**src/mst_pkg.sv**
```systemverilog
`timescale 1ns / 1ps
`default_nettype none
// ----------------------------------------------------------------------------
// Material sort tracker package
// Shared widths, codes, reset values and the stage handoff types.
// ----------------------------------------------------------------------------
package mst_pkg;

  // Field widths.
  localparam int unsigned OP_W       = 2;
  localparam int unsigned SAMPLE_W   = 10;
  localparam int unsigned CLASS_W    = 3;
  localparam int unsigned LIMIT_W    = 11;
  localparam int unsigned COUNT_W    = 16;
  localparam int unsigned STEPS_W    = 7;
  localparam int unsigned CFG_INDEX_W = 2;

  // Default ring depth for the top level.
  localparam int unsigned RING_DEPTH_DEFAULT = 64;

  // Event codes.
  typedef enum logic [OP_W-1:0] {
    OP_ENTER  = 2'd0,
    OP_SAMPLE = 2'd1,
    OP_EXIT   = 2'd2,
    OP_NONE   = 2'd3
  } mst_op_t;

  // Class codes.
  localparam logic [CLASS_W-1:0] CLS_STEEL     = 3'd0;
  localparam logic [CLASS_W-1:0] CLS_BLACK     = 3'd1;
  localparam logic [CLASS_W-1:0] CLS_ALUMINIUM = 3'd2;
  localparam logic [CLASS_W-1:0] CLS_WHITE     = 3'd3;
  localparam logic [CLASS_W-1:0] CLS_UNKNOWN   = 3'd4;

  // Number of classes that own a sorted counter.
  localparam int unsigned CLASS_COUNTED = 4;

  // Configuration register indexes.
  localparam logic [CFG_INDEX_W-1:0] CFG_ALUMINIUM = 2'd0;
  localparam logic [CFG_INDEX_W-1:0] CFG_STEEL     = 2'd1;
  localparam logic [CFG_INDEX_W-1:0] CFG_WHITE     = 2'd2;
  localparam logic [CFG_INDEX_W-1:0] CFG_BLACK     = 2'd3;

  // Reset values.
  localparam logic [LIMIT_W-1:0]  ALUMINIUM_RESET = 11'd200;
  localparam logic [LIMIT_W-1:0]  STEEL_RESET     = 11'd700;
  localparam logic [LIMIT_W-1:0]  WHITE_RESET     = 11'd935;
  localparam logic [LIMIT_W-1:0]  BLACK_RESET     = 11'd1024;
  localparam logic [SAMPLE_W-1:0] MIN_RESET       = 10'd1023;
  localparam logic [CLASS_W-1:0]  BUCKET_HOME     = 3'd1;

  // Stepper rotation amounts.
  localparam logic [STEPS_W-1:0] STEPS_QUARTER = 7'd50;
  localparam logic [STEPS_W-1:0] STEPS_HALF    = 7'd100;

  // Pipeline control handed to the entry stage.
  typedef struct packed {
    logic load;     // request accepted into the entry register
    logic advance;  // entry register moves into the second stage
  } mst_pipe_ctrl_t;

  // Entry stage results held for the second stage.
  typedef struct packed {
    logic               class_valid;
    logic [CLASS_W-1:0] class_code;
    logic               exit_valid;
    logic [COUNT_W-1:0] on_belt;
    logic [CLASS_W-1:0] slot_class;
  } mst_stage_t;

endpackage
`default_nettype wire

```
**src/mst_if.sv**
```systemverilog
`timescale 1ns / 1ps
`default_nettype none
// ----------------------------------------------------------------------------
// Material sort tracker channels
// Valid/ready channels for event requests and tracker results.
// ----------------------------------------------------------------------------

// Event request channel.
interface mst_event_if;
  logic       valid;
  logic       ready;
  logic [1:0] op;
  logic [9:0] sample;
  logic       present;

  modport source (output valid, output op, output sample, output present, input ready);
  modport sink   (input valid, input op, input sample, input present, output ready);
endinterface

// Result channel.
interface mst_result_if;
  logic        valid;
  logic        ready;
  logic        class_valid;
  logic [2:0]  class_code;
  logic        exit_valid;
  logic [6:0]  rotate_steps;
  logic        rotate_ccw;
  logic [15:0] bucket_count;
  logic [15:0] on_belt;

  modport source (output valid, output class_valid, output class_code, output exit_valid,
                  output rotate_steps, output rotate_ccw, output bucket_count,
                  output on_belt, input ready);
  modport sink   (input valid, input class_valid, input class_code, input exit_valid,
                  input rotate_steps, input rotate_ccw, input bucket_count,
                  input on_belt, output ready);
endinterface
`default_nettype wire

```
**src/mst_entry_stage.sv**
```systemverilog
`timescale 1ns / 1ps
`default_nettype none
// ----------------------------------------------------------------------------
// Material sort tracker entry stage
// Holds the part counters, running minimum, thresholds and the category ring;
// classifies samples and fetches the class of an exiting part.
// ----------------------------------------------------------------------------
module mst_entry_stage import mst_pkg::*; #(
  parameter int unsigned RING_DEPTH = RING_DEPTH_DEFAULT
) (
  input  logic                   clk,
  input  logic                   rst,
  input  mst_pipe_ctrl_t         ctrl,
  input  logic [OP_W-1:0]        op,
  input  logic [SAMPLE_W-1:0]    sample,
  input  logic                   present,
  input  logic                   cfg_write,
  input  logic [CFG_INDEX_W-1:0] cfg_index,
  input  logic [LIMIT_W-1:0]     cfg_data,
  output mst_stage_t             stage
);

  localparam int unsigned AW = (RING_DEPTH > 1) ? $clog2(RING_DEPTH) : 1;
  localparam int unsigned CountMax = (1 << COUNT_W) - 1;
  localparam logic [AW-1:0] WRAP_SLOT = AW'(CountMax % RING_DEPTH);
  localparam logic [AW-1:0] LAST_SLOT = AW'(RING_DEPTH - 1);

  // Slot of (count - 1) mod 65536 mod depth, tracked incrementally.
  function automatic logic [AW-1:0] next_slot(input logic [COUNT_W-1:0] cnt_next,
                                               input logic [AW-1:0] slot);
    logic [AW-1:0] res;
    if (cnt_next == '0) begin
      res = WRAP_SLOT;
    end else if (cnt_next == COUNT_W'(1)) begin
      res = '0;
    end else if (slot == LAST_SLOT) begin
      res = '0;
    end else begin
      res = slot + 1'b1;
    end
    return res;
  endfunction

  // Threshold registers.
  logic [LIMIT_W-1:0] aluminium_limit;
  logic [LIMIT_W-1:0] steel_limit;
  logic [LIMIT_W-1:0] white_limit;
  logic [LIMIT_W-1:0] black_limit;

  // Entry register.
  mst_op_t             op_q;
  logic [SAMPLE_W-1:0] sample_q;
  logic                present_q;

  // Tracker state.
  logic [SAMPLE_W-1:0] min_reading;
  logic [COUNT_W-1:0]  entered_count;
  logic [COUNT_W-1:0]  exited_count;
  logic [AW-1:0]       write_slot;
  logic [AW-1:0]       read_slot;
  logic [CLASS_W-1:0]  category_ring [RING_DEPTH];

  // Next values.
  logic [SAMPLE_W-1:0] min_reading_next;
  logic [COUNT_W-1:0]  entered_count_next;
  logic [COUNT_W-1:0]  exited_count_next;
  logic [AW-1:0]       write_slot_next;
  logic [AW-1:0]       read_slot_next;
  logic [LIMIT_W-1:0]  min_ext;
  logic [CLASS_W-1:0]  class_sel;
  logic                classify;
  mst_stage_t          stage_q;
  logic [CLASS_W-1:0]  slot_class;

  // Configuration writes.
  always_ff @(posedge clk) begin
    if (rst) begin
      aluminium_limit <= ALUMINIUM_RESET;
      steel_limit     <= STEEL_RESET;
      white_limit     <= WHITE_RESET;
      black_limit     <= BLACK_RESET;
    end else if (cfg_write) begin
      case (cfg_index)
        CFG_ALUMINIUM: aluminium_limit <= cfg_data;
        CFG_STEEL:     steel_limit     <= cfg_data;
        CFG_WHITE:     white_limit     <= cfg_data;
        CFG_BLACK:     black_limit     <= cfg_data;
        default: ;
      endcase
    end
  end

  // Entry register takes the accepted request.
  always_ff @(posedge clk) begin
    if (ctrl.load) begin
      op_q      <= mst_op_t'(op);
      sample_q  <= sample;
      present_q <= present;
    end
  end

  // Counter, pointer and minimum updates for the held request.
  always_comb begin
    entered_count_next = entered_count;
    exited_count_next  = exited_count;
    min_reading_next   = min_reading;
    case (op_q)
      OP_ENTER: begin
        entered_count_next = entered_count + 1'b1;
        min_reading_next   = MIN_RESET;
      end
      OP_SAMPLE: begin
        if (sample_q < min_reading) begin
          min_reading_next = sample_q;
        end
      end
      OP_EXIT: begin
        exited_count_next = exited_count + 1'b1;
      end
      default: ;
    endcase
    write_slot_next = (op_q == OP_ENTER) ? next_slot(entered_count_next, write_slot)
                                         : write_slot;
    read_slot_next  = (op_q == OP_EXIT) ? next_slot(exited_count_next, read_slot)
                                        : read_slot;
  end

  // Threshold ladder on the updated minimum.
  always_comb begin
    min_ext  = {1'b0, min_reading_next};
    classify = (op_q == OP_SAMPLE) && !present_q;
    if (min_ext <= aluminium_limit) begin
      class_sel = CLS_ALUMINIUM;
    end else if (min_ext <= steel_limit) begin
      class_sel = CLS_STEEL;
    end else if (min_ext <= white_limit) begin
      class_sel = CLS_WHITE;
    end else if (min_ext <= black_limit) begin
      class_sel = CLS_BLACK;
    end else begin
      class_sel = CLS_UNKNOWN;
    end
  end

  // State commits when the request moves on.
  always_ff @(posedge clk) begin
    if (rst) begin
      min_reading   <= MIN_RESET;
      entered_count <= '0;
      exited_count  <= '0;
      write_slot    <= WRAP_SLOT;
      read_slot     <= WRAP_SLOT;
    end else if (ctrl.advance) begin
      min_reading   <= min_reading_next;
      entered_count <= entered_count_next;
      exited_count  <= exited_count_next;
      write_slot    <= write_slot_next;
      read_slot     <= read_slot_next;
    end
  end

  // Category ring: classified parts are written, exiting parts are read.
  always_ff @(posedge clk) begin
    if (ctrl.advance && classify) begin
      category_ring[write_slot] <= class_sel;
    end
    if (ctrl.advance && (op_q == OP_EXIT)) begin
      slot_class <= category_ring[read_slot_next];
    end
  end

  // Second stage payload.
  always_ff @(posedge clk) begin
    if (ctrl.advance) begin
      stage_q.class_valid <= classify;
      stage_q.class_code  <= classify ? class_sel : '0;
      stage_q.exit_valid  <= (op_q == OP_EXIT);
      stage_q.on_belt     <= entered_count_next - exited_count_next;
      stage_q.slot_class  <= '0;
    end
  end

  always_comb begin
    stage            = stage_q;
    stage.slot_class = slot_class;
  end

endmodule
`default_nettype wire

```
**src/material_sort_tracker_unit.sv**
```systemverilog
`timescale 1ns / 1ps
`default_nettype none
// Throughput: one request per cycle while the result side is ready; the entry
// stage with its registered category ring read is followed by the sorting stage
// and the result register.
// Reset clears the counters and pipeline, restores the default thresholds and
// sends the bucket home; the category ring is not cleared and needs no pass.
// ----------------------------------------------------------------------------
// Material sort tracker
// Tracks parts on a sorting conveyor: classification, exit counting and
// bucket rotation for each exiting part.
// ----------------------------------------------------------------------------
module material_sort_tracker_unit import mst_pkg::*; #(
  parameter int unsigned RING_DEPTH = RING_DEPTH_DEFAULT
) (
  input  logic                   clk,
  input  logic                   rst,
  mst_event_if.sink              events,
  mst_result_if.source           results,
  input  logic                   cfg_write,
  input  logic [CFG_INDEX_W-1:0] cfg_index,
  input  logic [LIMIT_W-1:0]     cfg_data
);

  // Pipeline occupancy.
  logic           entry_valid;
  logic           sort_valid;
  logic           out_valid;
  logic           out_load;
  logic           sort_free;
  logic           entry_free;
  logic           sort_move;
  mst_pipe_ctrl_t ctrl;
  mst_stage_t     stage;

  // Sorting state.
  logic [COUNT_W-1:0] sorted_counts [CLASS_COUNTED];
  logic [CLASS_W-1:0] bucket_position;

  // Sorting stage values.
  logic               counted;
  logic [COUNT_W-1:0] count_next;
  logic [3:0]         diff;
  logic [STEPS_W-1:0] steps;
  logic               ccw;

  // Result register.
  logic               out_class_valid;
  logic [CLASS_W-1:0] out_class_code;
  logic               out_exit_valid;
  logic [STEPS_W-1:0] out_steps;
  logic               out_ccw;
  logic [COUNT_W-1:0] out_bucket_count;
  logic [COUNT_W-1:0] out_on_belt;

  // Handshake flow between stages.
  always_comb begin
    out_load     = !out_valid || results.ready;
    sort_free    = !sort_valid || out_load;
    sort_move    = sort_valid && out_load;
    entry_free   = !entry_valid || sort_free;
    ctrl.load    = events.valid && entry_free;
    ctrl.advance = entry_valid && sort_free;
  end

  assign events.ready = entry_free;

  always_ff @(posedge clk) begin
    if (rst) begin
      entry_valid <= 1'b0;
      sort_valid  <= 1'b0;
      out_valid   <= 1'b0;
    end else begin
      if (entry_free) begin
        entry_valid <= events.valid;
      end
      if (sort_free) begin
        sort_valid <= entry_valid;
      end
      if (out_load) begin
        out_valid <= sort_valid;
      end
    end
  end

  mst_entry_stage #(
    .RING_DEPTH (RING_DEPTH)
  ) u_entry (
    .clk       (clk),
    .rst       (rst),
    .ctrl      (ctrl),
    .op        (events.op),
    .sample    (events.sample),
    .present   (events.present),
    .cfg_write (cfg_write),
    .cfg_index (cfg_index),
    .cfg_data  (cfg_data),
    .stage     (stage)
  );

  // Class counter and bucket rotation for an exiting part.
  always_comb begin
    counted    = stage.exit_valid && (stage.slot_class < CLASS_W'(CLASS_COUNTED));
    count_next = sorted_counts[stage.slot_class[1:0]] + 1'b1;
    diff       = {1'b0, stage.slot_class} - {1'b0, bucket_position};
    steps      = '0;
    ccw        = 1'b0;
    case (diff)
      4'sd1, -4'sd3: steps = STEPS_QUARTER;
      -4'sd1, 4'sd3: begin
        steps = STEPS_QUARTER;
        ccw   = 1'b1;
      end
      4'sd2, -4'sd2: steps = STEPS_HALF;
      default: ;
    endcase
    if (!stage.exit_valid) begin
      steps = '0;
      ccw   = 1'b0;
    end
  end

  always_ff @(posedge clk) begin
    if (rst) begin
      for (int i = 0; i < CLASS_COUNTED; i++) begin
        sorted_counts[i] <= '0;
      end
      bucket_position <= BUCKET_HOME;
    end else if (sort_move && stage.exit_valid) begin
      if (counted) begin
        sorted_counts[stage.slot_class[1:0]] <= count_next;
      end
      bucket_position <= stage.slot_class;
    end
  end

  // Result register.
  always_ff @(posedge clk) begin
    if (sort_move) begin
      out_class_valid  <= stage.class_valid;
      out_class_code   <= stage.class_code;
      out_exit_valid   <= stage.exit_valid;
      out_steps        <= steps;
      out_ccw          <= ccw;
      out_bucket_count <= counted ? count_next : '0;
      out_on_belt      <= stage.on_belt;
    end
  end

  assign results.valid        = out_valid;
  assign results.class_valid  = out_class_valid;
  assign results.class_code   = out_class_code;
  assign results.exit_valid   = out_exit_valid;
  assign results.rotate_steps = out_steps;
  assign results.rotate_ccw   = out_ccw;
  assign results.bucket_count = out_bucket_count;
  assign results.on_belt      = out_on_belt;

endmodule
`default_nettype wire

```
**src/flat_wrapper.sv**
```systemverilog
// flat-port wrapper written by rule: the top's interface ports become plain ports
module material_sort_tracker_unit_flat import mst_pkg::*;
#(
  parameter int unsigned RING_DEPTH = RING_DEPTH_DEFAULT
)
  (clk, rst, cfg_write, cfg_index, cfg_data, events_valid, events_op, events_sample, events_present, events_ready, results_valid, results_class_valid, results_class_code, results_exit_valid, results_rotate_steps, results_rotate_ccw, results_bucket_count, results_on_belt, results_ready);
  mst_event_if events_i ();
  mst_result_if results_i ();
  input  logic clk;
  input  logic rst;
  input  logic cfg_write;
  input  logic [CFG_INDEX_W-1:0] cfg_index;
  input  logic [LIMIT_W-1:0] cfg_data;
  input wire logic [$bits(events_i.valid)-1:0] events_valid;
  input wire logic [$bits(events_i.op)-1:0] events_op;
  input wire logic [$bits(events_i.sample)-1:0] events_sample;
  input wire logic [$bits(events_i.present)-1:0] events_present;
  output wire logic [$bits(events_i.ready)-1:0] events_ready;
  output wire logic [$bits(results_i.valid)-1:0] results_valid;
  output wire logic [$bits(results_i.class_valid)-1:0] results_class_valid;
  output wire logic [$bits(results_i.class_code)-1:0] results_class_code;
  output wire logic [$bits(results_i.exit_valid)-1:0] results_exit_valid;
  output wire logic [$bits(results_i.rotate_steps)-1:0] results_rotate_steps;
  output wire logic [$bits(results_i.rotate_ccw)-1:0] results_rotate_ccw;
  output wire logic [$bits(results_i.bucket_count)-1:0] results_bucket_count;
  output wire logic [$bits(results_i.on_belt)-1:0] results_on_belt;
  input wire logic [$bits(results_i.ready)-1:0] results_ready;
  assign events_i.valid = events_valid;
  assign events_i.op = events_op;
  assign events_i.sample = events_sample;
  assign events_i.present = events_present;
  assign events_ready = events_i.ready;
  assign results_valid = results_i.valid;
  assign results_class_valid = results_i.class_valid;
  assign results_class_code = results_i.class_code;
  assign results_exit_valid = results_i.exit_valid;
  assign results_rotate_steps = results_i.rotate_steps;
  assign results_rotate_ccw = results_i.rotate_ccw;
  assign results_bucket_count = results_i.bucket_count;
  assign results_on_belt = results_i.on_belt;
  assign results_i.ready = results_ready;
  material_sort_tracker_unit #(.RING_DEPTH(RING_DEPTH)) u_core (.clk(clk), .rst(rst), .events(events_i), .results(results_i), .cfg_write(cfg_write), .cfg_index(cfg_index), .cfg_data(cfg_data));
endmodule
```
**config.mk**
```make
export PLATFORM = sky130hd
export DESIGN_NAME = material_sort_tracker_unit_flat
export DESIGN_NICKNAME = d
export VERILOG_FILES = /design/src/mst_pkg.sv /design/src/mst_if.sv /design/src/mst_entry_stage.sv /design/src/material_sort_tracker_unit.sv /design/src/flat_wrapper.sv
export SDC_FILE = /design/constraint.sdc
export NUM_CORES = 1
export LEC_CHECK = 0
export ABC_AREA = 1
export ABC_CLOCK_PERIOD_IN_PS = 4700
export BUFFER_PORTS_ARGS = -buffer_cell sky130_fd_sc_hd__buf_2
export CORE_MARGIN = 1
export CORE_UTILIZATION = 56
export CTS_CLUSTER_DIAMETER = 200
export DETAILED_ROUTE_END_ITERATION = 8
export MAX_ROUTING_LAYER = met4
export PLACE_DENSITY_LB_ADDON = 0.05
export REMOVE_ABC_BUFFERS = 1
export SLEW_MARGIN = 20
export SYNTH_ARGS = -nofsm -noshare
export SYNTH_HDL_FRONTEND = slang
export SYNTH_SLANG_ARGS = --single-unit
```
**constraint.sdc**
```tcl
create_clock -name clk -period 4.7 [get_ports clk]
set_input_delay 0.47 -clock clk [delete_from_list [all_inputs] [get_ports clk]]
set_output_delay 0.47 -clock clk [all_outputs]
set_load 0.01 [all_outputs]
```
**After elaboration in Yosys (flattened, before gate mapping)**

Memories as Yosys holds them, arrays and structs flattened. A register that Yosys moved wholly into a read port is not among the register bits.
Cells that the tools add are included.

- Bits in registers: 183
- Bits in writable memories: 256
- Output and inout port bits: 47
- Word-level logic and storage cells: 113
- Memories kept: 2

- $add $sub $neg: 7
- Magnitude comparators: 6
- Equal/unequal tests: 15
- Multiplexer cells: 28
- Reductions and logical operators: 28

Memories:

| name | depth | bits a word | read ports | clocked after memory_dff | wr ports | line | RTL |
|---|---|---|---|---|---|---|---|
| u_core.u_entry.category_ring | 64 | 3 | 1 | 1 | 1 | mst_entry_stage.sv:61 | `logic [CLASS_W-1:0] category_ring [RING_DEPTH];` |
| u_core.sorted_counts | 4 | 16 | 1 | 0 | 4 | material_sort_tracker_unit.sv:37 | `logic [COUNT_W-1:0] sorted_counts [CLASS_COUNTED];` |

Operators with widths:

| cell | count |
|---|---|
| adder 16 x 1 -> 16 bit (second input constant) | 3 |
| two-way mux 16 bit | 3 |
| less-or-equal comparator 10 x 11 -> 1 bit | 4 |
| two-way mux 6 bit | 7 |
| == test 16 x 1 -> 1 bit (second input constant) | 2 |
| zero test 16 bit | 2 |
| one-hot mux 10 bit (2 select lines) | 1 |
| OR reduction 16 bit | 1 |
| subtractor 16 bit | 1 |
| one-hot mux 7 bit (2 select lines) | 1 |
| adder 6 x 1 -> 6 bit (second input constant) | 2 |
| == test 4 bit (second input constant) | 3 |
| == test 6 bit (second input constant) | 2 |
| two-way mux 3 bit | 4 |
| less-than comparator 10 bit | 1 |
| two-way mux 1 bit | 10 |
| two-way mux 10 bit | 1 |
| AND reduction 2 bit | 5 |
| == test 4 x 2 -> 1 bit (second input constant) | 2 |
| logical AND 1 bit | 8 |
| == test 2 bit (second input constant) | 3 |
| == test 2 x 1 -> 1 bit (second input constant) | 2 |
| == test 4 x 1 -> 1 bit (second input constant) | 1 |
| zero test 1 bit | 4 |
| other kinds (7) | 11 |

**Longest topological paths before layout**

- Word-level depth: 9
- Gate-level depth with buffers: 24
- Depth with buffers taken out: 23

**By module**

Synthesis repeated with hierarchy kept, for this count alone.

- Cell total of the unflattened synthesis: 2376
- Area, all modules: 21829.7 µm²

Modules (own cells, without submodules):

| module | times used | cells an instance | area an instance (µm²) | seq. area each (µm²) |
|---|---|---|---|---|
| mst_entry_stage | 1 | 1861 | 16677.2 | 8838.5 |
| material_sort_tracker_unit | 1 | 515 | 5152.4 | 3273.1 |

**Least setup slack after synthesis**

No wires, ideal clock.

- Path kind: register to register
- Start point: reg u_core.u_entry.sample_q[5]
- End point: mem u_core.u_entry.category_ring[0][2] (data pin)
- Library setup time: 499 ps
- Arrival: 4604 ps
- Setup slack: -404 ps
- Cell stages (with the launch flop): 22
- Path buffers: 1
- Period minus slack after synthesis: 5104 ps
- Path through: edfxtp_1 > ha_1 > inv_1 > nor3_1 > o211ai_1 > o2111ai_1 > clkbuf_1 > o21ai_0 > o21ai_0 > nand2_1 > ha_1 > nand2_1 > o21ai_0 > a21o_1 > a21oi_1 > nor2_1 > a211oi_1 > o21ai_0 > a21oi_1 > nor3_1 > inv_1 > nor2_1

- Longest elaborated chain between the ends: 8
- Elaborated cells on any way between the ends: 11
- Classes of those cells: order compare: 5; mux: 6

Ends and longest elaborated chain:

| element | line | RTL |
|---|---|---|
| start, declared | mst_entry_stage.sv:52 | `logic [SAMPLE_W-1:0] sample_q;` |
| start signal, assigned | mst_entry_stage.sv:97 | `sample_q <= sample;` |
| less-than comparator 10 bit * | mst_entry_stage.sv:113 | `if (sample_q < min_reading) begin` |
| two-way mux 10 bit * | mst_entry_stage.sv:113 |  |
| one-hot mux 10 bit (2 select lines) * | mst_entry_stage.sv:107 | `case (op_q)` |
| via u_core.u_entry.min_reading_next[1] | mst_entry_stage.sv:64 | `logic [SAMPLE_W-1:0] min_reading_next;` |
| less-or-equal comparator 10 x 11 -> 1 bit | mst_entry_stage.sv:138 | `end else if (min_ext <= black_limit) begin` |
| two-way mux 3 bit | mst_entry_stage.sv:138 |  |
| two-way mux 3 bit | mst_entry_stage.sv:136 | `end else if (min_ext <= white_limit) begin` |
| two-way mux 3 bit | mst_entry_stage.sv:134 | `end else if (min_ext <= steel_limit) begin` |
| two-way mux 3 bit * | mst_entry_stage.sv:132 | `if (min_ext <= aluminium_limit) begin` |
| via u_core.u_entry.class_sel[2] | mst_entry_stage.sv:70 | `logic [CLASS_W-1:0] class_sel;` |
| end, declared | mst_entry_stage.sv:61 |  |

Mark *: on every way through the listed nets, which the timed path passes. The rest lies on a longest branch.

**Final worst setup path**

- Start point: reg u_core.u_entry.sample_q[5]
- End point: mem u_core.u_entry.category_ring[63][1] (data pin)

- Longest elaborated chain between the ends: 7
- Elaborated cells on any way between the ends: 9
- Classes of those cells: order compare: 4; mux: 5

Ends and longest elaborated chain:

| element | line |
|---|---|
| less-than comparator 10 bit * | mst_entry_stage.sv:113 |
| two-way mux 10 bit * | mst_entry_stage.sv:113 |
| one-hot mux 10 bit (2 select lines) * | mst_entry_stage.sv:107 |
| via u_core.u_entry.min_reading_next[2] | mst_entry_stage.sv:64 |
| less-or-equal comparator 10 x 11 -> 1 bit | mst_entry_stage.sv:136 |
| two-way mux 3 bit | mst_entry_stage.sv:136 |
| two-way mux 3 bit | mst_entry_stage.sv:134 |
| two-way mux 3 bit * | mst_entry_stage.sv:132 |
| via u_core.u_entry.class_sel[1] | mst_entry_stage.sv:70 |

Marks and branches as above.

==> results.py <==
metrics = {
    "outcome": {
        "outcome": "finished, final reports clean",
    },
    "timing": {
        "max_slew_margin_pct": 29.5,
        "hold_viol_final": 0,
        "period_needed_ps": 4270,
        "drv_slew": 0,
        "timing.final.ws_setup_ps": 434,
        "worst_slew_pin_slew_ps": 1050,
        "fin_crit_sh_pct": 90.8,
        "whs_ps": 68.4,
        "rsz0062_at_grt": "false",
        "finalSetupViolCount": 0,
        "clock_skew_ps": 24.5,
        "max_freq_mhz": 234,
    },
    "logic_synthesis": {
        "ys_types": 51,
        "yosysSeqAreaShare_pct": 56.5,
        "syn_avg_cell_area_um2": 9.29,
        "async_reset_ff_share_pct": 0,
        "synth_edf_count": 334,
        "syn_inst": 2308,
        "synth_area_um2": 21400,
        "yosysWarnings": 0,
        "ys_ff_latch": 438,
        "ys.flop_type": "edfxtp_1",
    },
    "placement": {
        "dpl_worst_slack_ps": 445,
        "postPlaceCellArea_um2": 22400,
        "gp_congestion": 0.889,
        "port_buffers": 75,
        "dpl.cell_count": 2841,
        "dp.final_hpwl_um": 32900,
    },
    "setup_path": {
        "regToRegSetupSlack_ps": 430,
        "cp_num_cells": 21,
        "r2r-start": "u_core.u_entry.sample_q[5]",
        "cp.arrival_ps": 4540,
        "ff2ff_path_depth": 21,
        "path_cells": "ha_1, inv_1, o31ai_1, nand2_1, o2111ai_1, buf_4, o21ai_0, o21ai_0, nand2_1, ha_1, inv_1, o31ai_1, a21boi_0, o21ai_0, a221oi_1, nor2_1, o211ai_1, inv_1, nand2_1, nand2_2, buf_4",
        "cp_top_family": "compound AO/OA/AOI/OAI gates",
        "critPathKind": "reg2reg",
        "critPathSlowestCell": "buf_4",
        "cp-endpoint": "u_core.u_entry.category_ring[63][1]",
        "cp-end-kind": "register",
        "required_ps": 4970,
        "critPathLaunch": "u_core.u_entry.sample_q[5]",
        "crit_fanout": 64,
        "r2r-end": "u_core.u_entry.category_ring[63][1]",
        "critPathBufInv": 5,
        "cpPeakStageDelay_ps": 570,
        "crit_path_start_kind": "register",
    },
    "floorplan": {
        "die_area_um2": 39100,
        "die_w_um": 198,
        "ios": 78,
        "start_util_pct": 56.9,
        "core_area_um2": 37700,
        "chipHeight_um": 198,
        "rows": 71,
    },
    "global_routing": {
        "antenna_found_initial": 0,
        "grt_max_degree": 65,
        "grt_overflow": 0,
        "grt_usage_pct": 27.1,
        "grt_pass1_vias": 15200,
        "grt_pass1_wl_um": 80100,
    },
    "detailed_routing": {
        "ant_nets": 0,
        "drt_iter0_drc": 1182,
        "num_vias": 15800,
        "wl_per_cell_um": 17.0,
        "drc": 0,
        "dr.pass1.iters": 5,
        "via_per_inst": 5.40,
        "drt_wl_total_um": 49900,
    },
    "cts": {
        "cts_hold_buf": 0,
        "cts_tree": "done",
        "path_clk_slew_ps": 60,
        "cts_setup_buffers": 0,
        "insertion_delay_ps": 580,
        "htreeDepth": 2,
        "cts_resized": 0,
        "clock-root-buffer": "clkbuf_16",
        "cts_sinks": 438,
        "numCtsBuffers": 46,
        "cts_buffer_depth": 3,
    },
    "final_layout": {
        "syn_to_final_growth_pct": 11.1,
        "stdcell_area_um2": 23800,
        "drive_gt1_share_pct": 9.23,
        "n_antenna_cell": 0,
        "postLayoutCoreUtil_pct": 63.2,
        "fill_cells": 3230,
        "stdcell_count": 2926,
        "nNetsFinal": 2483,
    },
    "power": {
        "leakage_nw": 9.92,
        "pwr_density_cell_nw_per_um2": 380,
        "vdd_ir_drop_max_mv": 0.262,
    },
    "flow_run": {
        "drv_cap": 0,
    },
    "hold_path": {
        "hold_class": "in2reg",
    },
}
==> worst min-delay path by stage <==
| stage | to | depth (start not counted) | start |
|---|---|---|---|
| after floorplan | u_core.results.class_code[0] | 0 | u_core.u_entry.stage[20] |
| after global placement | u_core.results.class_valid | 0 | u_core.u_entry.stage[23] |
| after detailed placement | u_core.results.on_belt[2] | 0 | u_core.u_entry.stage[5] |
| after CTS | u_core.u_entry.sample_q[0] | 1 | events_sample[0] |
| after global routing | u_core.u_entry.sample_q[3] | 1 | events_sample[3] |
| final | u_core.u_entry.sample_q[0] | 1 | events_sample[0] |
==> power breakdown <==
group          internal [W]  leakage, nW  switching [W]
combinational      0.000386         5.11       0.000842
clock               0.00193        0.687        0.00146
sequential          0.00437         4.12      0.0000552
==> synth_stat cells, types with 3 or more instances <==
library cell / number / share of area, %
ha_1: 72 / 4.2
inv_2: 6 / 0.11
edfxtp_1: 334 / 47
dfxtp_1: 104 / 9.7
clkbuf_1: 48 / 0.84
o22ai_1: 8 / 0.23
nor3_1: 23 / 0.54
o21ai_2: 3 / 0.12
xor2_1: 32 / 1.3
inv_1: 347 / 6.1
a21oi_1: 118 / 2.8
o21ai_0: 128 / 3.0
clkinv_1: 3 / 0.053
xnor2_1: 11 / 0.45
o31ai_1: 5 / 0.18
o211ai_1: 21 / 0.74
a21boi_0: 3 / 0.11
or2_2: 13 / 0.38
nand4_1: 22 / 0.64
nor2_1: 247 / 4.3
nand2_1: 354 / 6.2
a221oi_1: 4 / 0.16
nand3_1: 240 / 5.6
nor2_2: 6 / 0.18
a211oi_1: 5 / 0.18
buf_1: 5 / 0.088
buf_2: 28 / 0.65
buf_6: 3 / 0.16
nand3b_1: 67 / 2.3
a31oi_1: 5 / 0.15
nor4_1: 5 / 0.15
buf_4: 11 / 0.39
o221ai_1: 3 / 0.12
==> placed cells by master, fill, tap and decap left out, drive strengths merged, types with 2 or more instances in the layout <==
master	count
nand2	356
o31ai	5
xor2	32
a21o	2
buf	116
nand3	241
ha	72
edfxtp	334
nor3b	3
nor2	254
o21ai	133
or2	13
fa	2
o2111ai	2
nor3	23
nand4	22
conb	2
inv	354
clkinvlp	2
dfxtp	104
clkinv	20
a21boi	3
o221ai	3
nor4	5
a221oi	4
clkbuf	65
xnor2	11
a211oi	5
o22ai	8
a31oi	5
a21oi	119
nand3b	67
o211ai	21
==> layer usage <==
layer,vias to the layer above,GRT usage [%],share of wire (%)
li1,7874,-,-
met4,0,8.10,2.3
met2,421,43.5,47
met1,7431,36.3,46
met3,79,3.07,5.0
met5,-,-,0
==> kinds of logic after synthesis <==
family | after synthesis | share of synthesized area (%)
simple gates | 986 | 20.8
buf+inv | 451 | 8.36
flops | 438 | 56.5
compound gates | 313 | 8.07
fa+ha+maj | 74 | 4.39
xor+xnor | 43 | 1.76
mux | 2 | 0.0992
other cells | 1 | 0.0175
==> per-stage QoR <==
stage / setup TNS [ps] / power (W)
global route: 0 / 0.00942
global placement: 0 / 0.00571
detailed placement: 0 / 0.00573
finish: 0 / 0.00904
CTS: 0 / 0.00910
floorplan: -62930 / 0.00529
==> flip-flops by register name, summed over array words and instances, names as in the netlist, 11 cells and up <==
name and cells:
u_core.u_entry.steel_limit 11, u_core.u_entry.aluminium_limit 11, u_core.results.bucket_count 16, u_core.u_entry.white_limit 11, u_core.sorted_counts 64, u_core.u_entry.black_limit 11, u_core.u_entry.category_ring 192, u_core.results.on_belt 16
u_core.u_entry.stage 21, u_core.u_entry.entered_count 16, u_core.u_entry.exited_count 16
==> final cells by class <==
| type | count | area (µm²) | area share [%] |
|---|---|---|---|
| sequential | 438 | 12100 | 50.9 |
| multi-input combinational | 1420 | 7570 | 31.8 |
| inverter | 356 | 1340 | 5.61 |
| clock inverter | 20 | 97.6 | 0.410 |
| timing repair buffer | 116 | 746 | 3.13 |
| tap | 511 | 639 | 2.69 |
| clock buffer | 65 | 1300 | 5.48 |
Note: power is estimated with default switching activity, not from simulation.
